**src/design/page_replacement_fifo_lru_macros.svh**
```systemverilog
// ----------------------------------------------------------------------------
// Assertion macros for the page replacement block
// Shorthand for clocked assertions that are muted while reset is held.
// ----------------------------------------------------------------------------
`ifndef PAGE_REPLACEMENT_FIFO_LRU_MACROS_SVH
`define PAGE_REPLACEMENT_FIFO_LRU_MACROS_SVH

// A property that is checked at every clock edge outside reset.
`define PRFL_ASSERT(lbl, prop, msg) \
  lbl: assert property (@(posedge clk) disable iff (!rst_n) (prop)) \
    else $error(msg);

// A property that must hold in the cycle after the trigger.
`define PRFL_ASSERT_NEXT(lbl, trig, prop, msg) \
  lbl: assert property (@(posedge clk) disable iff (!rst_n) (trig) |=> (prop)) \
    else $error(msg);

`endif

```
**src/design/prfl_pkg.sv**
```systemverilog
// ----------------------------------------------------------------------------
// prfl_pkg
// Constants, control word layout and microcode table of the page replacement
// block.
// ----------------------------------------------------------------------------
package prfl_pkg;

  // Table size and stored page width.
  localparam int FRAMES    = 16;
  localparam int PAGE_BITS = 32;

  // Derived widths: frame index, and a count that can hold FRAMES itself.
  localparam int FIDX_W = (FRAMES > 1) ? $clog2(FRAMES) : 1;
  localparam int CNT_W  = $clog2(FRAMES + 1);

  // Port field widths.
  localparam int PAGE_W      = 32;
  localparam int FRAME_OUT_W = 4;
  localparam int STAT_W      = 32;
  localparam int NUMF_W      = 5;
  localparam int CFG_IDX_W   = 1;
  localparam int OUT_TDATA_W = 104;
  localparam int OUT_PAD_W   = OUT_TDATA_W - (1 + FRAME_OUT_W + 1 + PAGE_W + 2 * STAT_W);

  // Configuration register indexes and reset values.
  localparam logic [CFG_IDX_W-1:0] REG_NUM_FRAMES = 1'b0;
  localparam logic [CFG_IDX_W-1:0] REG_POLICY     = 1'b1;
  localparam logic [NUMF_W-1:0]    NUM_FRAMES_RST = 5'd16;

  // Replacement policies.
  localparam logic POL_FIFO = 1'b0;
  localparam logic POL_LRU  = 1'b1;

  // Sequencer steps.
  localparam int STEP_W = 3;
  localparam logic [STEP_W-1:0] ST_IDLE  = 3'd0;
  localparam logic [STEP_W-1:0] ST_SCAN  = 3'd1;
  localparam logic [STEP_W-1:0] ST_DRAIN = 3'd2;
  localparam logic [STEP_W-1:0] ST_MOD   = 3'd3;
  localparam logic [STEP_W-1:0] ST_PICK  = 3'd4;
  localparam logic [STEP_W-1:0] ST_EVRD  = 3'd5;
  localparam logic [STEP_W-1:0] ST_WAIT  = 3'd6;
  localparam logic [STEP_W-1:0] ST_UPD   = 3'd7;

  // Jump conditions: when true the sequencer goes to the target step.
  localparam int JC_W = 3;
  localparam logic [JC_W-1:0] JC_NEXT      = 3'd0;
  localparam logic [JC_W-1:0] JC_GOTO      = 3'd1;
  localparam logic [JC_W-1:0] JC_NO_IN     = 3'd2;
  localparam logic [JC_W-1:0] JC_SCAN_MORE = 3'd3;
  localparam logic [JC_W-1:0] JC_MOD_MORE  = 3'd4;
  localparam logic [JC_W-1:0] JC_OUT_BUSY  = 3'd5;

  // One control word of the microcode.
  typedef struct packed {
    logic [JC_W-1:0]   jc;
    logic [STEP_W-1:0] target;
    logic              idle;
    logic              scan;
    logic              mod_step;
    logic              pick;
    logic              ev_rd;
    logic              commit;
  } ctrl_t;

  // Status from the datapath to the sequencer.
  typedef struct packed {
    logic scan_more;
    logic mod_more;
  } dp_stat_t;

  // All branch conditions seen by the sequencer.
  typedef struct packed {
    logic in_fire;
    logic scan_more;
    logic mod_more;
    logic out_busy;
  } cond_t;

  // One result item.
  typedef struct packed {
    logic                   hit;
    logic [FRAME_OUT_W-1:0] frame_index;
    logic                   evicted_valid;
    logic [PAGE_W-1:0]      evicted_page;
    logic [STAT_W-1:0]      fault_count;
    logic [STAT_W-1:0]      write_count;
  } result_t;

  // Microcode table.
  function automatic ctrl_t ucode(input logic [STEP_W-1:0] step);
    ctrl_t w;
    w = '0;
    unique case (step)
      ST_IDLE: begin
        w.jc     = JC_NO_IN;
        w.target = ST_IDLE;
        w.idle   = 1'b1;
      end
      ST_SCAN: begin
        w.jc     = JC_SCAN_MORE;
        w.target = ST_SCAN;
        w.scan   = 1'b1;
      end
      ST_DRAIN: begin
        w.jc     = JC_NEXT;
        w.target = ST_MOD;
      end
      ST_MOD: begin
        w.jc       = JC_MOD_MORE;
        w.target   = ST_MOD;
        w.mod_step = 1'b1;
      end
      ST_PICK: begin
        w.jc     = JC_NEXT;
        w.target = ST_EVRD;
        w.pick   = 1'b1;
      end
      ST_EVRD: begin
        w.jc     = JC_NEXT;
        w.target = ST_WAIT;
        w.ev_rd  = 1'b1;
      end
      ST_WAIT: begin
        w.jc     = JC_OUT_BUSY;
        w.target = ST_WAIT;
      end
      ST_UPD: begin
        w.jc     = JC_GOTO;
        w.target = ST_IDLE;
        w.commit = 1'b1;
      end
    endcase
    return w;
  endfunction

endpackage

```
**src/design/page_replacement_fifo_lru.sv**
```systemverilog
// ----------------------------------------------------------------------------
// page_replacement_fifo_lru
// Page replacement block: fully associative frame table with FIFO and
// least-recently-used replacement, saturating fault and write counters.
// ----------------------------------------------------------------------------
// An access goes from acceptance through the scan of the frames in use, a
// drain step, the pointer reduction, the pick, the eviction read and the
// wait to commit, and a new item is accepted only when the block is idle.
// The scan reads the frame memory one frame per cycle; after the frame count
// has been lowered, a FIFO fault repeats the reduction step until the pointer
// lies below the frame count. The commit also waits for as long as the
// output register still holds an earlier result that has not been taken.
// The result sits in an output register, and the next item is accepted in
// the cycle after commit while that result still waits to be taken.

module page_replacement_fifo_lru (
  input  logic                                 clk,
  input  logic                                 rst_n,
  // Input items.
  input  logic                                 in_tvalid,
  output logic                                 in_tready,
  input  logic [prfl_pkg::PAGE_W-1:0]          in_tdata,   // [31:0] page_number
  input  logic                                 in_tuser,   // [0] is_write
  // Result items.
  output logic                                 out_tvalid,
  input  logic                                 out_tready,
  // [0] hit, [4:1] frame_index, [5] evicted_valid, [37:6] evicted_page,
  // [69:38] fault_count, [101:70] write_count, [103:102] zero
  output logic [prfl_pkg::OUT_TDATA_W-1:0]     out_tdata,
  // Configuration writes.
  input  logic                                 cfg_valid,
  output logic                                 cfg_ready,
  input  logic [prfl_pkg::CFG_IDX_W-1:0]       cfg_index,
  input  logic [prfl_pkg::NUMF_W-1:0]          cfg_data
);

  prfl_pkg::ctrl_t    ctrl;
  prfl_pkg::cond_t    cond;
  prfl_pkg::dp_stat_t stat;
  prfl_pkg::result_t  res;
  prfl_pkg::result_t  res_r;

  logic [prfl_pkg::NUMF_W-1:0] num_frames_r;
  logic                        policy_r;
  logic                        out_valid_r;
  logic                        in_fire;

  assign in_tready = ctrl.idle;
  assign in_fire   = in_tvalid && in_tready;
  assign cfg_ready = 1'b1;

  // Branch conditions for the sequencer.
  assign cond.in_fire   = in_fire;
  assign cond.scan_more = stat.scan_more;
  assign cond.mod_more  = stat.mod_more;
  assign cond.out_busy  = out_valid_r && !out_tready;

  prfl_seq u_seq (
    .clk   (clk),
    .rst_n (rst_n),
    .cond  (cond),
    .ctrl  (ctrl)
  );

  prfl_dp u_dp (
    .clk         (clk),
    .rst_n       (rst_n),
    .ctrl        (ctrl),
    .in_fire     (in_fire),
    .in_page     (in_tdata),
    .in_is_write (in_tuser),
    .num_frames  (num_frames_r),
    .policy      (policy_r),
    .stat        (stat),
    .res         (res)
  );

  // Configuration registers.
  always_ff @(posedge clk) begin
    if (!rst_n) begin
      num_frames_r <= prfl_pkg::NUM_FRAMES_RST;
      policy_r     <= prfl_pkg::POL_FIFO;
    end else if (cfg_valid && cfg_ready) begin
      unique case (cfg_index)
        prfl_pkg::REG_NUM_FRAMES: num_frames_r <= cfg_data;
        prfl_pkg::REG_POLICY:     policy_r     <= cfg_data[0];
      endcase
    end
  end

  // Output register.
  always_ff @(posedge clk) begin
    if (!rst_n) begin
      out_valid_r <= 1'b0;
    end else if (ctrl.commit) begin
      out_valid_r <= 1'b1;
    end else if (out_tready) begin
      out_valid_r <= 1'b0;
    end
  end

  always_ff @(posedge clk) begin
    if (ctrl.commit) begin
      res_r <= res;
    end
  end

  assign out_tvalid = out_valid_r;
  assign out_tdata  = {{prfl_pkg::OUT_PAD_W{1'b0}}, res_r.write_count, res_r.fault_count,
                       res_r.evicted_page, res_r.evicted_valid, res_r.frame_index,
                       res_r.hit};

endmodule

```
**src/design/prfl_seq.sv**
```systemverilog
// ----------------------------------------------------------------------------
// prfl_seq
// Step counter and microcode lookup with conditional jumps.
// ----------------------------------------------------------------------------
`include "page_replacement_fifo_lru_macros.svh"

module prfl_seq (
  input  logic              clk,
  input  logic              rst_n,
  input  prfl_pkg::cond_t   cond,
  output prfl_pkg::ctrl_t   ctrl
);

  logic [prfl_pkg::STEP_W-1:0] step_r;
  logic [prfl_pkg::STEP_W-1:0] step_nxt;
  logic                        take;

  // The control word of the current step.
  assign ctrl = prfl_pkg::ucode(step_r);

  // Branch decision.
  always_comb begin
    unique case (ctrl.jc)
      prfl_pkg::JC_NEXT:      take = 1'b0;
      prfl_pkg::JC_GOTO:      take = 1'b1;
      prfl_pkg::JC_NO_IN:     take = !cond.in_fire;
      prfl_pkg::JC_SCAN_MORE: take = cond.scan_more;
      prfl_pkg::JC_MOD_MORE:  take = cond.mod_more;
      prfl_pkg::JC_OUT_BUSY:  take = cond.out_busy;
      default:                take = 1'b0;
    endcase
    step_nxt = take ? ctrl.target : step_r + 1'b1;
  end

  always_ff @(posedge clk) begin
    if (!rst_n) begin
      step_r <= prfl_pkg::ST_IDLE;
    end else begin
      step_r <= step_nxt;
    end
  end

  // A commit always returns the sequencer to the idle step.
  `PRFL_ASSERT_NEXT(a_commit_to_idle, ctrl.commit, step_r == prfl_pkg::ST_IDLE, "commit did not return to idle")
  // An accepted item always starts the scan.
  `PRFL_ASSERT_NEXT(a_fire_to_scan, ctrl.idle && cond.in_fire, step_r == prfl_pkg::ST_SCAN, "accepted item did not start a scan")
  // The sequencer waits only while the output register holds a result not yet taken.
  `PRFL_ASSERT(a_wait_busy, (step_r == prfl_pkg::ST_WAIT && !cond.out_busy) |=> step_r == prfl_pkg::ST_UPD, "wait step held with a free output")

endmodule

```
**src/design/prfl_dp.sv**
```systemverilog
// ----------------------------------------------------------------------------
// prfl_dp
// Frame table datapath: page memory, valid bits, recency ranks, FIFO pointer,
// counters and the compare unit, all driven by the control word.
// ----------------------------------------------------------------------------
`include "page_replacement_fifo_lru_macros.svh"

module prfl_dp (
  input  logic                          clk,
  input  logic                          rst_n,
  input  prfl_pkg::ctrl_t               ctrl,
  input  logic                          in_fire,
  input  logic [prfl_pkg::PAGE_W-1:0]   in_page,
  input  logic                          in_is_write,
  input  logic [prfl_pkg::NUMF_W-1:0]   num_frames,
  input  logic                          policy,
  output prfl_pkg::dp_stat_t            stat,
  output prfl_pkg::result_t             res
);

  // Frame memory, one read port with registered data.
  logic [prfl_pkg::PAGE_BITS-1:0] page_mem [prfl_pkg::FRAMES];
  logic [prfl_pkg::PAGE_BITS-1:0] rd_page_r;

  // Architectural state.
  logic [prfl_pkg::FRAMES-1:0]  valid_r;
  logic [prfl_pkg::FIDX_W-1:0]  rank_r [prfl_pkg::FRAMES];
  logic [prfl_pkg::FIDX_W-1:0]  fifo_ptr_r;
  logic [prfl_pkg::FIDX_W-1:0]  fifo_ptr_nxt;
  logic [prfl_pkg::STAT_W-1:0]  faults_r;
  logic [prfl_pkg::STAT_W-1:0]  faults_inc;
  logic [prfl_pkg::STAT_W-1:0]  writes_r;

  // Per-item working registers.
  logic [prfl_pkg::PAGE_BITS-1:0] page_r;
  logic [prfl_pkg::CNT_W-1:0]     k_r;
  logic                           cmp_en_r;
  logic [prfl_pkg::FIDX_W-1:0]    cmp_idx_r;
  logic                           hit_r;
  logic [prfl_pkg::FIDX_W-1:0]    hit_idx_r;
  logic                           inv_found_r;
  logic [prfl_pkg::FIDX_W-1:0]    inv_idx_r;
  logic [prfl_pkg::FIDX_W-1:0]    min_idx_r;
  logic [prfl_pkg::FIDX_W-1:0]    min_rank_r;
  logic [prfl_pkg::FIDX_W-1:0]    victim_r;
  logic [prfl_pkg::FIDX_W-1:0]    frame_r;
  logic                           ev_valid_r;

  logic [prfl_pkg::CNT_W-1:0]     n;
  logic                           load;
  logic                           mem_re;
  logic                           mem_we;
  logic [prfl_pkg::FIDX_W-1:0]    rd_addr;
  logic [prfl_pkg::FIDX_W-1:0]    rank_addr;
  logic [prfl_pkg::FIDX_W-1:0]    rank_rd;
  logic [prfl_pkg::FIDX_W-1:0]    valid_addr;
  logic                           valid_rd;
  logic [prfl_pkg::FRAMES-1:0]    top_rank;

  // Frames in use: zero acts as one, anything above the table as the table.
  always_comb begin
    if (num_frames == '0) begin
      n = prfl_pkg::CNT_W'(1);
    end else if (32'(num_frames) > prfl_pkg::FRAMES) begin
      n = prfl_pkg::CNT_W'(prfl_pkg::FRAMES);
    end else begin
      n = prfl_pkg::CNT_W'(num_frames);
    end
  end

  assign load   = ctrl.idle && in_fire;
  assign mem_re = ctrl.scan || ctrl.ev_rd;
  assign mem_we = ctrl.commit && !hit_r;

  // Shared read addresses of the memory, the ranks and the valid bits.
  assign rd_addr    = ctrl.scan ? k_r[prfl_pkg::FIDX_W-1:0] : frame_r;
  assign rank_addr  = ctrl.commit ? frame_r : cmp_idx_r;
  assign rank_rd    = rank_r[rank_addr];
  assign valid_addr = ctrl.ev_rd ? frame_r : cmp_idx_r;
  assign valid_rd   = valid_r[valid_addr];

  // Branch status for the sequencer.
  assign stat.scan_more = (k_r + prfl_pkg::CNT_W'(1)) < n;
  assign stat.mod_more  = !hit_r && (policy == prfl_pkg::POL_FIFO) &&
                          (prfl_pkg::CNT_W'(victim_r) >= n);

  // Saturating fault count and the FIFO pointer after a fault.
  assign faults_inc   = (faults_r == '1) ? faults_r : faults_r + 1'b1;
  assign fifo_ptr_nxt = ((prfl_pkg::CNT_W'(frame_r) + prfl_pkg::CNT_W'(1)) == n) ? '0 :
                        prfl_pkg::FIDX_W'(prfl_pkg::CNT_W'(frame_r) + prfl_pkg::CNT_W'(1));

  // Frame page memory.
  always_ff @(posedge clk) begin
    if (mem_we) begin
      page_mem[frame_r] <= page_r;
    end
    if (mem_re) begin
      rd_page_r <= page_mem[rd_addr];
    end
  end

  // Item working registers: search results, victim choice.
  always_ff @(posedge clk) begin
    if (load) begin
      page_r      <= in_page[prfl_pkg::PAGE_BITS-1:0];
      k_r         <= '0;
      hit_r       <= 1'b0;
      hit_idx_r   <= '0;
      inv_found_r <= 1'b0;
      inv_idx_r   <= '0;
      min_idx_r   <= '0;
      min_rank_r  <= '1;
      victim_r    <= fifo_ptr_r;
    end
    if (ctrl.scan) begin
      k_r       <= k_r + 1'b1;
      cmp_idx_r <= k_r[prfl_pkg::FIDX_W-1:0];
    end
    // Compare the frame read in the previous cycle.
    if (cmp_en_r) begin
      if (valid_rd && (rd_page_r == page_r) && !hit_r) begin
        hit_r     <= 1'b1;
        hit_idx_r <= cmp_idx_r;
      end
      if (!valid_rd && !inv_found_r) begin
        inv_found_r <= 1'b1;
        inv_idx_r   <= cmp_idx_r;
      end
      if (rank_rd < min_rank_r) begin
        min_rank_r <= rank_rd;
        min_idx_r  <= cmp_idx_r;
      end
    end
    // Reduce the FIFO pointer below the frame count, one subtraction a step.
    if (ctrl.mod_step && stat.mod_more) begin
      victim_r <= prfl_pkg::FIDX_W'(prfl_pkg::CNT_W'(victim_r) - n);
    end
    if (ctrl.pick) begin
      if (hit_r) begin
        frame_r <= hit_idx_r;
      end else if (policy == prfl_pkg::POL_LRU) begin
        frame_r <= inv_found_r ? inv_idx_r : min_idx_r;
      end else begin
        frame_r <= victim_r;
      end
    end
    if (ctrl.ev_rd) begin
      ev_valid_r <= !hit_r && valid_rd;
    end
  end

  // Architectural state and the compare enable.
  always_ff @(posedge clk) begin
    if (!rst_n) begin
      valid_r    <= '0;
      fifo_ptr_r <= '0;
      faults_r   <= '0;
      writes_r   <= '0;
      cmp_en_r   <= 1'b0;
      for (int k = 0; k < prfl_pkg::FRAMES; k++) begin
        rank_r[k] <= prfl_pkg::FIDX_W'(k);
      end
    end else begin
      cmp_en_r <= ctrl.scan;
      if (load && in_is_write && (writes_r != '1)) begin
        writes_r <= writes_r + 1'b1;
      end
      if (ctrl.commit) begin
        if (!hit_r) begin
          valid_r[frame_r] <= 1'b1;
          faults_r         <= faults_inc;
          if (policy == prfl_pkg::POL_FIFO) begin
            fifo_ptr_r <= fifo_ptr_nxt;
          end
        end
        // Move the used frame to the top of the recency order.
        if (policy == prfl_pkg::POL_LRU) begin
          for (int k = 0; k < prfl_pkg::FRAMES; k++) begin
            if (prfl_pkg::FIDX_W'(k) == frame_r) begin
              rank_r[k] <= prfl_pkg::FIDX_W'(prfl_pkg::FRAMES - 1);
            end else if (rank_r[k] > rank_rd) begin
              rank_r[k] <= rank_r[k] - 1'b1;
            end
          end
        end
      end
    end
  end

  // Result of the item, taken by the output register at commit.
  always_comb begin
    res.hit           = hit_r;
    res.frame_index   = prfl_pkg::FRAME_OUT_W'(frame_r);
    res.evicted_valid = ev_valid_r;
    res.evicted_page  = ev_valid_r ? prfl_pkg::PAGE_W'(rd_page_r) : '0;
    res.fault_count   = hit_r ? faults_r : faults_inc;
    res.write_count   = writes_r;
  end

  // Exactly one frame holds the most recent rank.
  always_comb begin
    for (int k = 0; k < prfl_pkg::FRAMES; k++) begin
      top_rank[k] = (rank_r[k] == prfl_pkg::FIDX_W'(prfl_pkg::FRAMES - 1));
    end
  end

  `PRFL_ASSERT(a_rank_top, $onehot(top_rank), "recency ranks lost their order")
  `PRFL_ASSERT(a_hit_range, (ctrl.commit && hit_r) |-> (prfl_pkg::CNT_W'(frame_r) < n), "hit outside the frames in use")
  `PRFL_ASSERT_NEXT(a_fill_valid, ctrl.commit && !hit_r, valid_r[$past(frame_r)], "filled frame not marked valid")
  `PRFL_ASSERT_NEXT(a_fifo_ptr, ctrl.commit && !hit_r && (policy == prfl_pkg::POL_FIFO), prfl_pkg::CNT_W'(fifo_ptr_r) < $past(n), "FIFO pointer left the frames in use")

endmodule
```
**config.mk**
```make
export PLATFORM = sky130hd
export DESIGN_NAME = page_replacement_fifo_lru
export DESIGN_NICKNAME = d
export VERILOG_FILES = /design/src/design/prfl_pkg.sv /design/src/design/page_replacement_fifo_lru.sv /design/src/design/prfl_seq.sv /design/src/design/prfl_dp.sv
export VERILOG_INCLUDE_DIRS = /design/src /design/src/design
export SDC_FILE = /design/constraint.sdc
export NUM_CORES = 1
export LEC_CHECK = 0
export ABC_CLOCK_PERIOD_IN_PS = 8200
export BUFFER_PORTS_ARGS = -buffer_cell sky130_fd_sc_hd__buf_2
export CAP_MARGIN = 20
export CELL_PAD_IN_SITES_DETAIL_PLACEMENT = 2
export CELL_PAD_IN_SITES_GLOBAL_PLACEMENT = 2
export CORE_UTILIZATION = 47
export CTS_BUF_LIST = sky130_fd_sc_hd__clkbuf_8
export DETAILED_ROUTE_END_ITERATION = 10
export GPL_TIMING_DRIVEN = 1
export PLACE_DENSITY_LB_ADDON = 0.1
export SLEW_MARGIN = 30
export SYNTH_ARGS = -nofsm -noshare
export SYNTH_HDL_FRONTEND = slang
export SYNTH_SLANG_ARGS = --single-unit
```
**constraint.sdc**
```tcl
create_clock -name clk -period 8.2 [get_ports clk]
set_input_delay 0.41 -clock clk [delete_from_list [all_inputs] [get_ports clk]]
set_output_delay 0.41 -clock clk [all_outputs]
set_load 0.02 [all_outputs]
```
== Word level (Yosys, flattened, before mapping) ==
Memories as Yosys holds them, arrays and structs flattened. A register that Yosys moved wholly into a read port is not among the register bits.
Index checks and enable logic that the tools add are counted.
Word-level totals
  memories: 2
  output and inout port bits: 107
  logic and storage cells: 430
  RAM bits: 576
  register bits: 265
  bits of input ports: 44
Cells by class
  muxes and demuxes: 259
  reductions and logical operators: 30
  magnitude comparators: 23
  add/subtract/negate cells: 22
  eq/ne operators: 31
  bitwise logic cells: 36
Memory list
  u_dp.page_mem: depth 16, bits a word 32, read ports 1, clocked after Yosys merged registers in 1, write ports 1, line prfl_dp.sv:22  | logic [prfl_pkg::PAGE_BITS-1:0] page_mem [prfl_pkg::FRAMES];
  u_dp.rank_r: depth 16, bits a word 4, read ports 17, clocked after Yosys merged registers in 0, write ports 16, line prfl_dp.sv:27  | logic [prfl_pkg::FIDX_W-1:0] rank_r [prfl_pkg::FRAMES];
Operators by type and width (number)
  4-bit two-way mux: 53
  1-bit two-way mux: 195
  32-bit by 1-bit adder with 32-bit output, second input constant: 2
  4-bit > comparator: 16
  32-bit two-way mux: 2
  4-bit by 1-bit subtractor with 4-bit output, second input constant: 16
  6-bit case mux with 8 select lines: 1
  32-bit == test: 1
  32-bit == test, second input constant: 1
  4-bit == test, first input constant: 8
  32-bit inequality test, second input constant: 1
  1-bit bitwise OR: 32
  5-bit two-way mux: 4
  3-bit == test, second input constant: 6
  3-bit by 4-bit == test with 1-bit output, first input constant: 4
  16-bit bitwise OR: 1
  1-bit logical AND: 14
  3-bit by 2-bit == test with 1-bit output, second input constant: 4
  4-bit by 5-bit < comparator with 1-bit output, second input constant: 2
  2-bit by 4-bit == test with 1-bit output, first input constant: 2
  3-bit by 1-bit == test with 1-bit output, second input constant: 2
  2-bit AND reduction: 3
  2-bit nonzero test: 3
  4-bit by 1-bit adder with 5-bit output, second input constant: 1
  21 further kinds: 27

== Logic depth before layout (Yosys ltp) ==
Gate-level depths: netlist of the first run.
An unclocked memory read counts as a cell.
  depth after elaboration: 12
  mapped depth: 16
  depth with buffers taken out: 14

== By module ==
From an unflattened synthesis of the first run, not the netlist that was laid out.
Second synthesis, totals
  cells, all modules: 2423
  area, all modules: 37308.3 µm²
Modules (own cells, without submodules)
  prfl_dp: seq. area each 21820.9 µm², instances 1, area each 33503.4 µm², cells each 2232
  page_replacement_fifo_lru: seq. area each 3203.1 µm², instances 1, area each 3389.5 µm², cells each 138
  prfl_seq: seq. area each 60.1 µm², instances 1, area each 415.4 µm², cells each 53

== Worst setup path after synthesis of the first run ==
OpenSTA, ideal clock, no wires.
  path type: reg-to-reg
  from: register u_seq.step_r[0] (netlist name)
  to: memory u_dp.rank_r[2][0] (netlist name) (enable)
  period minus slack after synthesis: 7.450 ns
  required time: 7.903 ns
  buffers on the path: 2
  data arrival time: 7.152 ns
  setup time: 0.297 ns
  setup slack: 0.750 ns
  stages on the path, launching flop included: 14
  cell sequence: dfxtp_1 ha_1 ha_1 buf_6 mux2i_4 buf_2 mux4_2 mux2_2 o21ai_0 ha_1 o21a_1 o21a_1 o2111ai_1 nand3_1
RTL lines
  from (decl): line prfl_seq.sv:14  | logic [prfl_pkg::STEP_W-1:0] step_r;
  from (signal assigned): line prfl_seq.sv:37  | step_r <= prfl_pkg::ST_IDLE;
  from (signal assigned): line prfl_seq.sv:39  | step_r <= step_nxt;
  to (decl): line prfl_dp.sv:27

==> reports/metrics.csv, run 1 <==
metric,value,unit
status,"complete, no violations",
pin count of the biggest net entering global routing,110,
number of synthesized register bits,873,
TritonCTS Sinks,873,
Iter 0 DRT Violations,2078,
cts bufs inserted,149,
Total Nets Final,2857,
all-layer global routing usage,32.6,%
die span in x,284,µm
Setup WS post-layout,2.02,ns
Post-synth EDFFs,760,
post-DP HPWL,71.1,mm
Worst IR Drop VDD,0.218,mV
Max-Cap Viols,0,
"Seq/Total Area, Yosys",67.3,%
# IOs,151,
Slew HR,30.9,%
post-route cell area,42700,µm²
min cycle time layout,6.18,ns
Root Buffer,clkbuf_8,
pre-CTS setup slack,2.28,ns
row cnt,102,
post-synth top area cell,edfxtp_1,
synthesized instance count,2432,
Final setup viols,0,
Lkg Pwr,14.8,nW
Peak Freq,162,MHz
CTS tree,done,
Synth warnings,0,
CP endpoint kind,flop,
Worst Path Arrival,6.68,ns
Main synth FF type,edfxtp_1,
die area,80500,µm²
first-pass GRT wire length,189,mm
drt pass-1 iters,5,
via count,23949,
synthesized area per cell,15.3,µm²
Initial Util,47.8,%
critical path class,flop to flop,
antenna-violating nets left,0,
setup TNS,0,ns
Overflow after GRT,0,
skew final,0.0611,ns
Avg WL per Cell,33.5,µm
Die Ht,284,µm
Core Box Area,78000,µm²
final WL,129,mm
antenna violations before repair,2,
clock-pin slew on the worst setup and hold paths,0.07,ns
vias per std cell,6.20,
Hold Crit Class,primary input to flop,
H-Tree Depth,4,
clock buffer depth,3,
DRC violations left,0,
Fin. Hold Viols,0,
worst slew pin tran,1.03,ns
Post-DP Area,39400,µm²
clk_lat worst skew,0.85,ns
Post-Syn Area,37300,µm²
# port buffers,147,
CP startpoint kind,flop,
share of cells above drive strength 1,20.3,%
distinct cell type count after synthesis,69,
Post-CTS Setup Inserts,0,
RSZ-0062 raised after global routing,false,
Layout area overhead,14.4,%
number of global-route vias before repair,26684,
post-CTS resize count,0,
Async SR Flop Fraction,0,%
required time of the critical path,8.70,ns
Pwr Density,285,nW/µm²
Crit Path Max Fanout,50,
top post-synthesis cells by area,"edfxtp_1 61%, mux4_2 8.6%, dfxtp_1 6.1%, ha_1 3.5%, xnor2_1 1.9%",
GPL Wtd Cong,0.837,
"Slew Viols, Final",0,
Yosys top cell area share,61.2,%
Final period util,75.3,%
-- cell type report --
| cell class | count | area (µm²) |
|---|---|---|
| antenna | 1 | 2.50 |
| clock buffer | 155 | 2130 |
| clock inverter | 112 | 697 |
| fill | 6835 | 35300 |
| inverter | 77 | 292 |
| multi-input combinational | 1376 | 11700 |
| sequential | 873 | 25100 |
| tap | 1040 | 1300 |
| timing repair buffer | 231 | 1500 |
-- metal layers --
layer | wire length [µm] | vias up | global-route usage (%)
met5 | 0 | - | 0
met4 | 6390 | 0 | 16.4
met2 | 66100 | 1022 | 56.4
li1 | - | 9895 | -
met3 | 7370 | 343 | 5.68
met1 | 49500 | 12689 | 39.1
-- kinds of logic (layout without fill, tap and decap cells) --
| family | Yosys count | count (layout) | synth area share (%) |
|---|---|---|---|
| flops | 873 | 873 | 67.3 |
| simple gates | 658 | 658 | 8.63 |
| compound gates | 260 | 260 | 4.60 |
| mux | 195 | 195 | 10.3 |
| buf+inv | 184 | 575 | 2.04 |
| xor+xnor | 153 | 153 | 3.59 |
| fa+ha+maj | 107 | 107 | 3.58 |
| other cells | 2 | 4 | 0.0201 |
-- final timing paths --
path | startpoint | end | slack, ns | cells after the start
worst max-delay path | u_seq.step_r[2]$_SDFF_PN0_ | u_dp.rank_r[1][3]$_SDFFCE_PN0P_ | 2.02 | 14
worst min-delay path | cfg_index | num_frames_r[4]$_SDFFE_PN1P_ | 0.1 | 3
worst min register to register | u_dp.hit_idx_r[0]$_DFF_P_ | u_dp.hit_idx_r[0]$_DFF_P_ | 0.46 | 2
worst max register to register | u_seq.step_r[2]$_SDFF_PN0_ | u_dp.rank_r[1][3]$_SDFFCE_PN0P_ | 2.02 | 14
-- what timing repair did --
item | 4_1_cts | 5_1_grt
hold buffers | 40 | 0
setup endpoints to repair | 0 | 0
hold endpoints to repair | 38 | 0
-- worst max-delay path, cell delays in order, from the launching register on --
cell and delay [ns]:
dfxtp_1 0.71, ha_4 0.69, buf_4 0.71, inv_1 0.31
nand3_1 0.16, a21oi_1 0.09, or4_4 0.55, inv_1 0.71
ha_1 0.34, nor2b_1 0.07, o21a_1 0.19, o21ai_0 0.28
a21oi_1 0.25, a31oi_1 0.40, nand2_1 0.27
-- Yosys cell counts (44+ instances only) --
cell,instances
edfxtp_1,760
nand2_1,181
nor2_1,144
mux4_2,142
dfxtp_1,113
ha_1,105
xnor2_1,81
clkbuf_1,78
and2_1,76
inv_1,75
xor2_1,72
nand3_1,69
o21ai_0,52
a21oi_1,50
nand4_1,44
-- flip-flops by register name, indices dropped and copies added, names as in the netlist, 5 cells and up --
register,cells
u_dp.k_r,5
u_dp.valid_r,16
u_dp.rank_r,64
u_dp.faults_r,32
out_tdata,102
u_dp.rd_page_r,32
u_dp.page_r,32
u_dp.page_mem,512
u_dp.writes_r,32
num_frames_r,5
-- placed cells by master (no fill, tap or decap), types with 7 or more instances in the layout --
master,instances
and3_1,11
a211oi_1,34
buf_4,41
mux4_2,142
clkinv_1,26
buf_2,147
clkinv_2,18
nor3_1,38
a21oi_1,49
nor2_4,16
o2111ai_1,14
clkbuf_8,155
nand2_1,180
or3_1,17
edfxtp_1,760
mux2i_1,37
and2_1,76
nor2_1,127
o211ai_1,13
and4_1,8
nand2b_1,15
o21a_1,27
nand3_1,69
ha_1,103
nor4_1,16
nand4_1,44
dfxtp_1,113
xnor2_1,81
inv_1,125
xor2_1,72
o21ai_0,49
a31oi_1,35
o31ai_1,7
nor2b_1,23
dlygate4sd3_1,40
-- through the flow --
stage | total power, mW | hold slack, ns | util (%) | cells
after floorplan | 7.16 | 0.432 | - | 2433
after global placement | 7.92 | 0.444 | 50.6 | 3557
after detailed placement | 8.14 | 0.455 | 50.6 | 3557
after CTS | 12.2 | 0.0691 | 54.7 | 3864
after global routing | 12.6 | 0.0916 | 54.7 | 3865
final | 12.2 | 0.0989 | 54.7 | 3865
-- report_power, final --
part / leakage [nW] / internal, mW / switching [mW]
clock network: 1.64 / 1.92 / 2.08
registers: 7.84 / 5.17 / 0.318
logic: 5.32 / 1.07 / 1.61
total: 14.8 / 8.17 / 4.00
Power figures use the tool's default switching activity.
==> run 2: changes to the inputs <==
Settings changed: ABC_AREA set to 1, ABC_CLOCK_PERIOD_IN_PS 8200 to 6100, CORE_UTILIZATION 47 to 43.
Clock period 8.2 ns to 6.1 ns, I/O delays scaled along.
==> reports/metrics.csv, run 2 <==
metric,value,unit
"Seq/Total Area, Yosys",64.5,%
clock-pin slew on the worst setup and hold paths,0.07,ns
R2R Path Start,u_seq.step_r[0]$_SDFF_PN0_,
vias per std cell,5.66,
Max-Cap Viols,0,
synthesized instance count,3633,
critical path class,flop to flop,
Final period util,76.9,%
R2R Setup Slk,1.41,ns
setup TNS,0,ns
top post-synthesis cells by count,"760 x edfxtp_1, 618 x nor2_1, 493 x nand2_1",
post-route cell area,44300,µm²
Overflow after GRT,0,
Avg WL per Cell,25.9,µm
DRC violations left,0,
worst r2r path cells,15,
all-layer global routing usage,29.2,%
Largest Register,u_dp.page_mem,
# IOs,151,
Setup WS post-layout,1.41,ns
Net Switching,6.95,mW
Internal,11.2,mW
die area,91700,µm²
Async SR Flop Fraction,0,%
Initial Util,43.7,%
Seq pwr share,41.6,%
Worst IR Drop VDD,0.348,mV
pin count of the biggest net entering global routing,195,
min cycle time layout,4.69,ns
combinational power share,30.5,%
Iter 0 DRT Violations,1740,
share of cells above drive strength 1,11.2,%
status,"complete, no violations",
Die Ht,303,µm
Lkg Pwr,16.9,nW
drt pass-1 iters,5,
Fin. Hold Viols,0,
via count,29260,
"commonest non-fill, non-tap cells in the layout","760 x edfxtp_1, 615 x nor2_1, 492 x nand2_1, 393 x inv_1, 365 x o21ai_0",
Finished Core Util,49.8,%
Peak Freq,213,MHz
Post-CTS Setup Inserts,0,
Worst Path Arrival,5.22,ns
switching part of the total,38.2,%
distinct cell type count after synthesis,47,
number of global-route vias before repair,32992,
Hold Path Sink,u_dp.writes_r[24]$_SDFFE_PN0P_,
Hold Crit Class,primary input to flop,
top post-synthesis cells by area,"edfxtp_1 59%, nor2_1 6.0%, dfxtp_1 5.8%, nand2_1 4.8%, o21ai_0 4.7%",
Post-Syn Area,38900,µm²
TritonCTS Sinks,873,
Crit Path Max Fanout,44,
CTS tree,done,
"count leader, synth",edfxtp_1,
Yosys top cell area share,58.7,%
skew final,0.0368,ns
WHS Path Cells,4,
required time of the critical path,6.64,ns
final WL,134,mm
CP startpoint kind,flop,
post-synth top area cell,edfxtp_1,
cts bufs inserted,153,
worst slew pin tran,1.03,ns
antenna violations before repair,4,
Clk pwr share,27.9,%
Total Nets Final,4023,
"most used cell, CP",nand2_1,
# port buffers,147,
pre-CTS setup slack,1.38,ns
"commonest non-fill, non-tap cell in the layout",edfxtp_1,
CP endpoint kind,flop,
antenna-violating nets left,0,
Layout area overhead,13.8,%
post-DP HPWL,82.7,mm
Post-synth EDFFs,760,
Slew HR,31.4,%
clock buffer depth,3,
CP max-delay cell,ha_1,
synthesized area per cell,10.7,µm²
Post-DP Area,40900,µm²
reg2reg end,u_dp.rank_r[0][1]$_SDFFCE_PN0P_,
GPL Wtd Cong,0.813,
Synth warnings,0,
"Slew Viols, Final",0,
number of flip-flops under the largest register name,512,
Slowest Stage Delay on Critical Path,0.59,ns
number of synthesized register bits,873,
Main synth FF type,edfxtp_1,
final non-filler cell total,5166,
Pwr Density,410,nW/µm²
RSZ-0062 raised after global routing,false,
Final setup viols,0,
worst hold path startpoint,rst_n,
row cnt,109,
Root Buffer,clkbuf_8,
die span in x,303,µm
crit-path cells,ha_1 -> ha_4 -> inv_4 -> nand2_1 -> nand2_2 -> nand2_1 -> o211ai_1 -> nand3_1 -> nand3_1 -> nand2_1 -> ha_1 -> a41oi_1 -> nand2_1 -> o21ai_0 -> or2_2,
Core Box Area,88900,µm²
placed cells,4832,
H-Tree Depth,4,
clk_lat worst skew,0.86,ns
first-pass GRT wire length,200,mm
-- run 2: cell types whose count changed in the layout (fill, tap and decap cells not counted), moves of 35 or more --
cell      previous run  this run
a21oi_1             49        88
a31oi_1             35         0
and2_1              76         2
inv_1              125       393
mux2i_1             37         0
mux4_2             142         0
nand2_1            180       492
nand3_1             69       111
nor2_1             127       615
o211ai_1            13        88
o21ai_0             49       365
o32ai_1              0        39
xnor2_1             81        33
-- run 2: worst max path at each step --
stage | to | slack (ns) | cells after the start | startpoint
after detailed placement | u_dp.rank_r[7][2]$_SDFFCE_PN1P_ | 1.38 | 18 | u_seq.step_r[0]$_SDFF_PN0_
after floorplan | u_dp.page_mem[7][0]$_DFFE_PP_ | 0.62 | 8 | u_seq.step_r[0]$_SDFF_PN0_
after CTS | u_dp.rank_r[0][3]$_SDFFCE_PN0P_ | 1.34 | 16 | u_seq.step_r[0]$_SDFF_PN0_
final | u_dp.rank_r[0][1]$_SDFFCE_PN0P_ | 1.41 | 15 | u_seq.step_r[0]$_SDFF_PN0_
after global routing | u_dp.rank_r[0][2]$_SDFFCE_PN0P_ | 1.14 | 15 | u_seq.step_r[0]$_SDFF_PN0_
after global placement | u_dp.rank_r[0][1]$_SDFFCE_PN0P_ | 1.71 | 16 | u_seq.step_r[0]$_SDFF_PN0_
-- run 2: final cells by class --
class                      instances  area, µm²
timing repair buffer             241       1690
multi-input combinational       2254      11900
antenna                            3       7.51
fill                            9069      44600
inverter                         351       1330
clock buffer                     161       2220
sequential                       873      25100
tap                             1165       1460
clock inverter                   118        584
-- run 2: power by group through the flow --
stage	registers [mW]	logic, mW	clock network (mW)
global placement	7.62	4.87	0
floorplan	7.49	3.54	0
CTS	7.55	5.57	5.18
detailed placement	7.67	5.46	0
finish	7.56	5.54	5.07
global route	7.59	6.06	5.42
-- run 2: layer usage --
layer	global-route usage, %	wire [µm]	part of all wire (%)
met1	35.1	54500	41
met2	53.4	70400	53
met3	4.27	5220	3.9
met4	9.60	3580	2.7
met5	0	0	0
-- run 2: worst max-delay path: cells and delay by family (launching register included) --
kind | cells | cell delay (ns)
simple gates | 8 | 1.80
fa+ha+maj | 3 | 1.11
compound gates | 3 | 0.67
buf+inv | 1 | 0.43
flops | 1 | 0.35
-- run 2: stage by stage --
stage	total power, mW	hold slack [ns]
after floorplan	11.0	0.404
after global placement	12.5	0.451
after detailed placement	13.1	0.465
after CTS	18.3	0.0824
after global routing	19.1	0.129
final	18.2	0.151
-- run 2: logic make-up (layout without fill, tap and decap cells) --
kind of cell | after synthesis | count (layout) | share of synthesized area (%)
buffers and inverters | 507 | 871 | 5.23
AO/OA/AOI/OAI | 685 | 685 | 10.4
AND/OR/NAND/NOR | 1367 | 1367 | 14.3
other | 2 | 6 | 0.0193
flip-flops | 873 | 873 | 64.5
adder cells (fa/ha/maj) | 105 | 105 | 3.38
XOR/XNOR | 94 | 94 | 2.12
-- run 2: what timing repair did --
action / CTS / global route
hold buffers: 51 / 0
hold endpoints to repair: 39 / 0
gates resized for setup: 0 / 0
==> run 3: changes to the inputs <==
Settings changed: ABC_CLOCK_PERIOD_IN_PS 6100 to 4200, CORE_UTILIZATION 43 to 39.
Clock period 6.1 ns to 4.2 ns, I/O delays scaled along.
==> reports/metrics.csv, run 3 (same netlist as run 2, synthesis figures left out) <==
metric,value,unit
status,"complete, no violations",
min cycle time layout,3.85,ns
Max-Cap Viols,0,
CP startpoint kind,flop,
Largest Register,u_dp.page_mem,
setup TNS,0,ns
Finished Core Util,45.5,%
Worst Path Arrival,4.38,ns
worst slew pin tran,0.971,ns
skew final,0.0449,ns
drt pass-1 iters,5,
via count,28908,
TritonCTS Sinks,873,
Seq pwr share,41.5,%
DRC violations left,0,
Final setup viols,0,
Overflow after GRT,0,
reg2reg end,u_dp.rank_r[0][1]$_SDFFCE_PN0P_,
CP endpoint kind,flop,
antenna-violating nets left,0,
switching part of the total,37.8,%
worst hold path startpoint,rst_n,
clock-pin slew on the worst setup and hold paths,0.06,ns
row cnt,115,
pin count of the biggest net entering global routing,135,
number of global-route vias before repair,32533,
post-DP HPWL,79.9,mm
"commonest non-fill, non-tap cells in the layout","760 x edfxtp_1, 615 x nor2_1, 490 x nand2_1, 398 x inv_1, 365 x o21ai_0",
Core Box Area,98600,µm²
Worst IR Drop VDD,0.699,mV
Net Switching,9.98,mW
H-Tree Depth,4,
Crit Path Max Fanout,19,
Worst Setup SP,u_seq.step_r[0]$_SDFF_PN0_,
post-route cell area,44900,µm²
vias per std cell,5.44,
share of cells above drive strength 1,11.7,%
Pwr Density,589,nW/µm²
first-pass GRT wire length,197,mm
cts bufs inserted,155,
die span in x,318,µm
Lkg Pwr,17.2,nW
R2R Path Start,u_seq.step_r[0]$_SDFF_PN0_,
Peak Freq,259,MHz
clk_lat worst skew,0.86,ns
# IOs,151,
Avg WL per Cell,24.5,µm
worst r2r path cells,14,
crit path to,u_dp.rank_r[0][1]$_SDFFCE_PN0P_,
critical path class,flop to flop,
all-layer global routing usage,25.8,%
Fin. Hold Viols,0,
register area,25100,µm²
Total Nets Final,4052,
Die Ht,318,µm
Root Buffer,clkbuf_8,
final WL,130,mm
"commonest non-fill, non-tap cell in the layout",edfxtp_1,
area of the multi-input gates,12000,µm²
clock buffer depth,3,
Clk pwr share,28.1,%
CTS tree,done,
GPL Wtd Cong,0.792,
antenna violations before repair,5,
number of flip-flops under the largest register name,512,
# port buffers,147,
required time of the critical path,4.73,ns
Iter 0 DRT Violations,1765,
Final period util,91.8,%
Internal,16.4,mW
die area,101000,µm²
Layout area overhead,15.3,%
Initial Util,39.5,%
"Slew Viols, Final",0,
combinational power share,30.4,%
Post-DP Area,41400,µm²
fill count,10273,
final non-filler cell total,5316,
RSZ-0062 raised after global routing,false,
hold slack,0.0709,ns
R2R Setup Slk,0.35,ns
Hold Crit Class,primary input to flop,
placed cells,4972,
Slew HR,34.5,%
run 3: repair_timing:
action                                 4_1_cts  5_1_grt
setup endpoints to repair                    0       33
hold buffers                                58        0
endpoints found under the hold margin       46        0
setup buffers                                0        2
gates resized for setup                      0        1
run 3: how the worst min path moves through the flow:
stage                                                end  slack (ns)  cells past startpoint
after floorplan                 u_dp.page_r[0]$_DFFE_PP_        0.31                      0
after global placement         u_dp.page_r[21]$_DFFE_PP_        0.39                      1
after detailed placement       u_dp.page_r[16]$_DFFE_PP_        0.39                      1
after CTS                       u_dp.page_r[1]$_DFFE_PP_      0.0007                      2
after global routing           u_dp.page_r[19]$_DFFE_PP_        0.05                      2
final                     u_dp.writes_r[22]$_SDFFE_PN0P_        0.07                      4
run 3: power by group through the flow:
stage	combinational [mW]	clock (mW)	sequential (mW)
floorplan	5.16	0	10.9
global placement	7.40	0	11.1
detailed placement	8.01	0	11.2
CTS	8.13	7.65	11.0
global route	8.95	8.01	11.0
finish	8.02	7.43	11.0
run 3: cell type report:
type                       count  share of cell area, %
antenna                        1                0.00558
clock inverter               115                   1.23
multi-input combinational   2255                   26.8
inverter                     351                   2.96
tap                         1287                   3.59
timing repair buffer         267                   4.37
sequential                   873                   55.9
clock buffer                 167                   5.12
run 3: per-stage QoR:
stage               total power [mW]  worst slack (ns)
global route                    28.0            0.0176
detailed placement              19.2             0.191
CTS                             26.8             0.189
global placement                18.5             0.545
floorplan                       16.0            0.0293
finish                          26.4             0.346
run 3: critical path, stage by stage, from the launching register on:
cell and delay (ns):
dfxtp_1 0.41, ha_1 0.26, ha_4 0.29, nand2_2 0.22, nand2_4 0.26, nand2_1 0.10
nand3_1 0.09, nand3_1 0.07, nand3_1 0.10, nand2_2 0.36, ha_1 0.46, a41oi_1 0.30
nand2_1 0.16, o21ai_0 0.21, or2_2 0.24
run 3: per-layer routing:
| layer | GRT usage, % | vias up | part of all wire [%] |
|---|---|---|---|
| met3 | 3.55 | 224 | 3.9 |
| met4 | 9.96 | 0 | 3.2 |
| met1 | 31.7 | 14871 | 42 |
| li1 | - | 13185 | - |
| met2 | 45.7 | 628 | 51 |
| met5 | 0 | - | 0 |
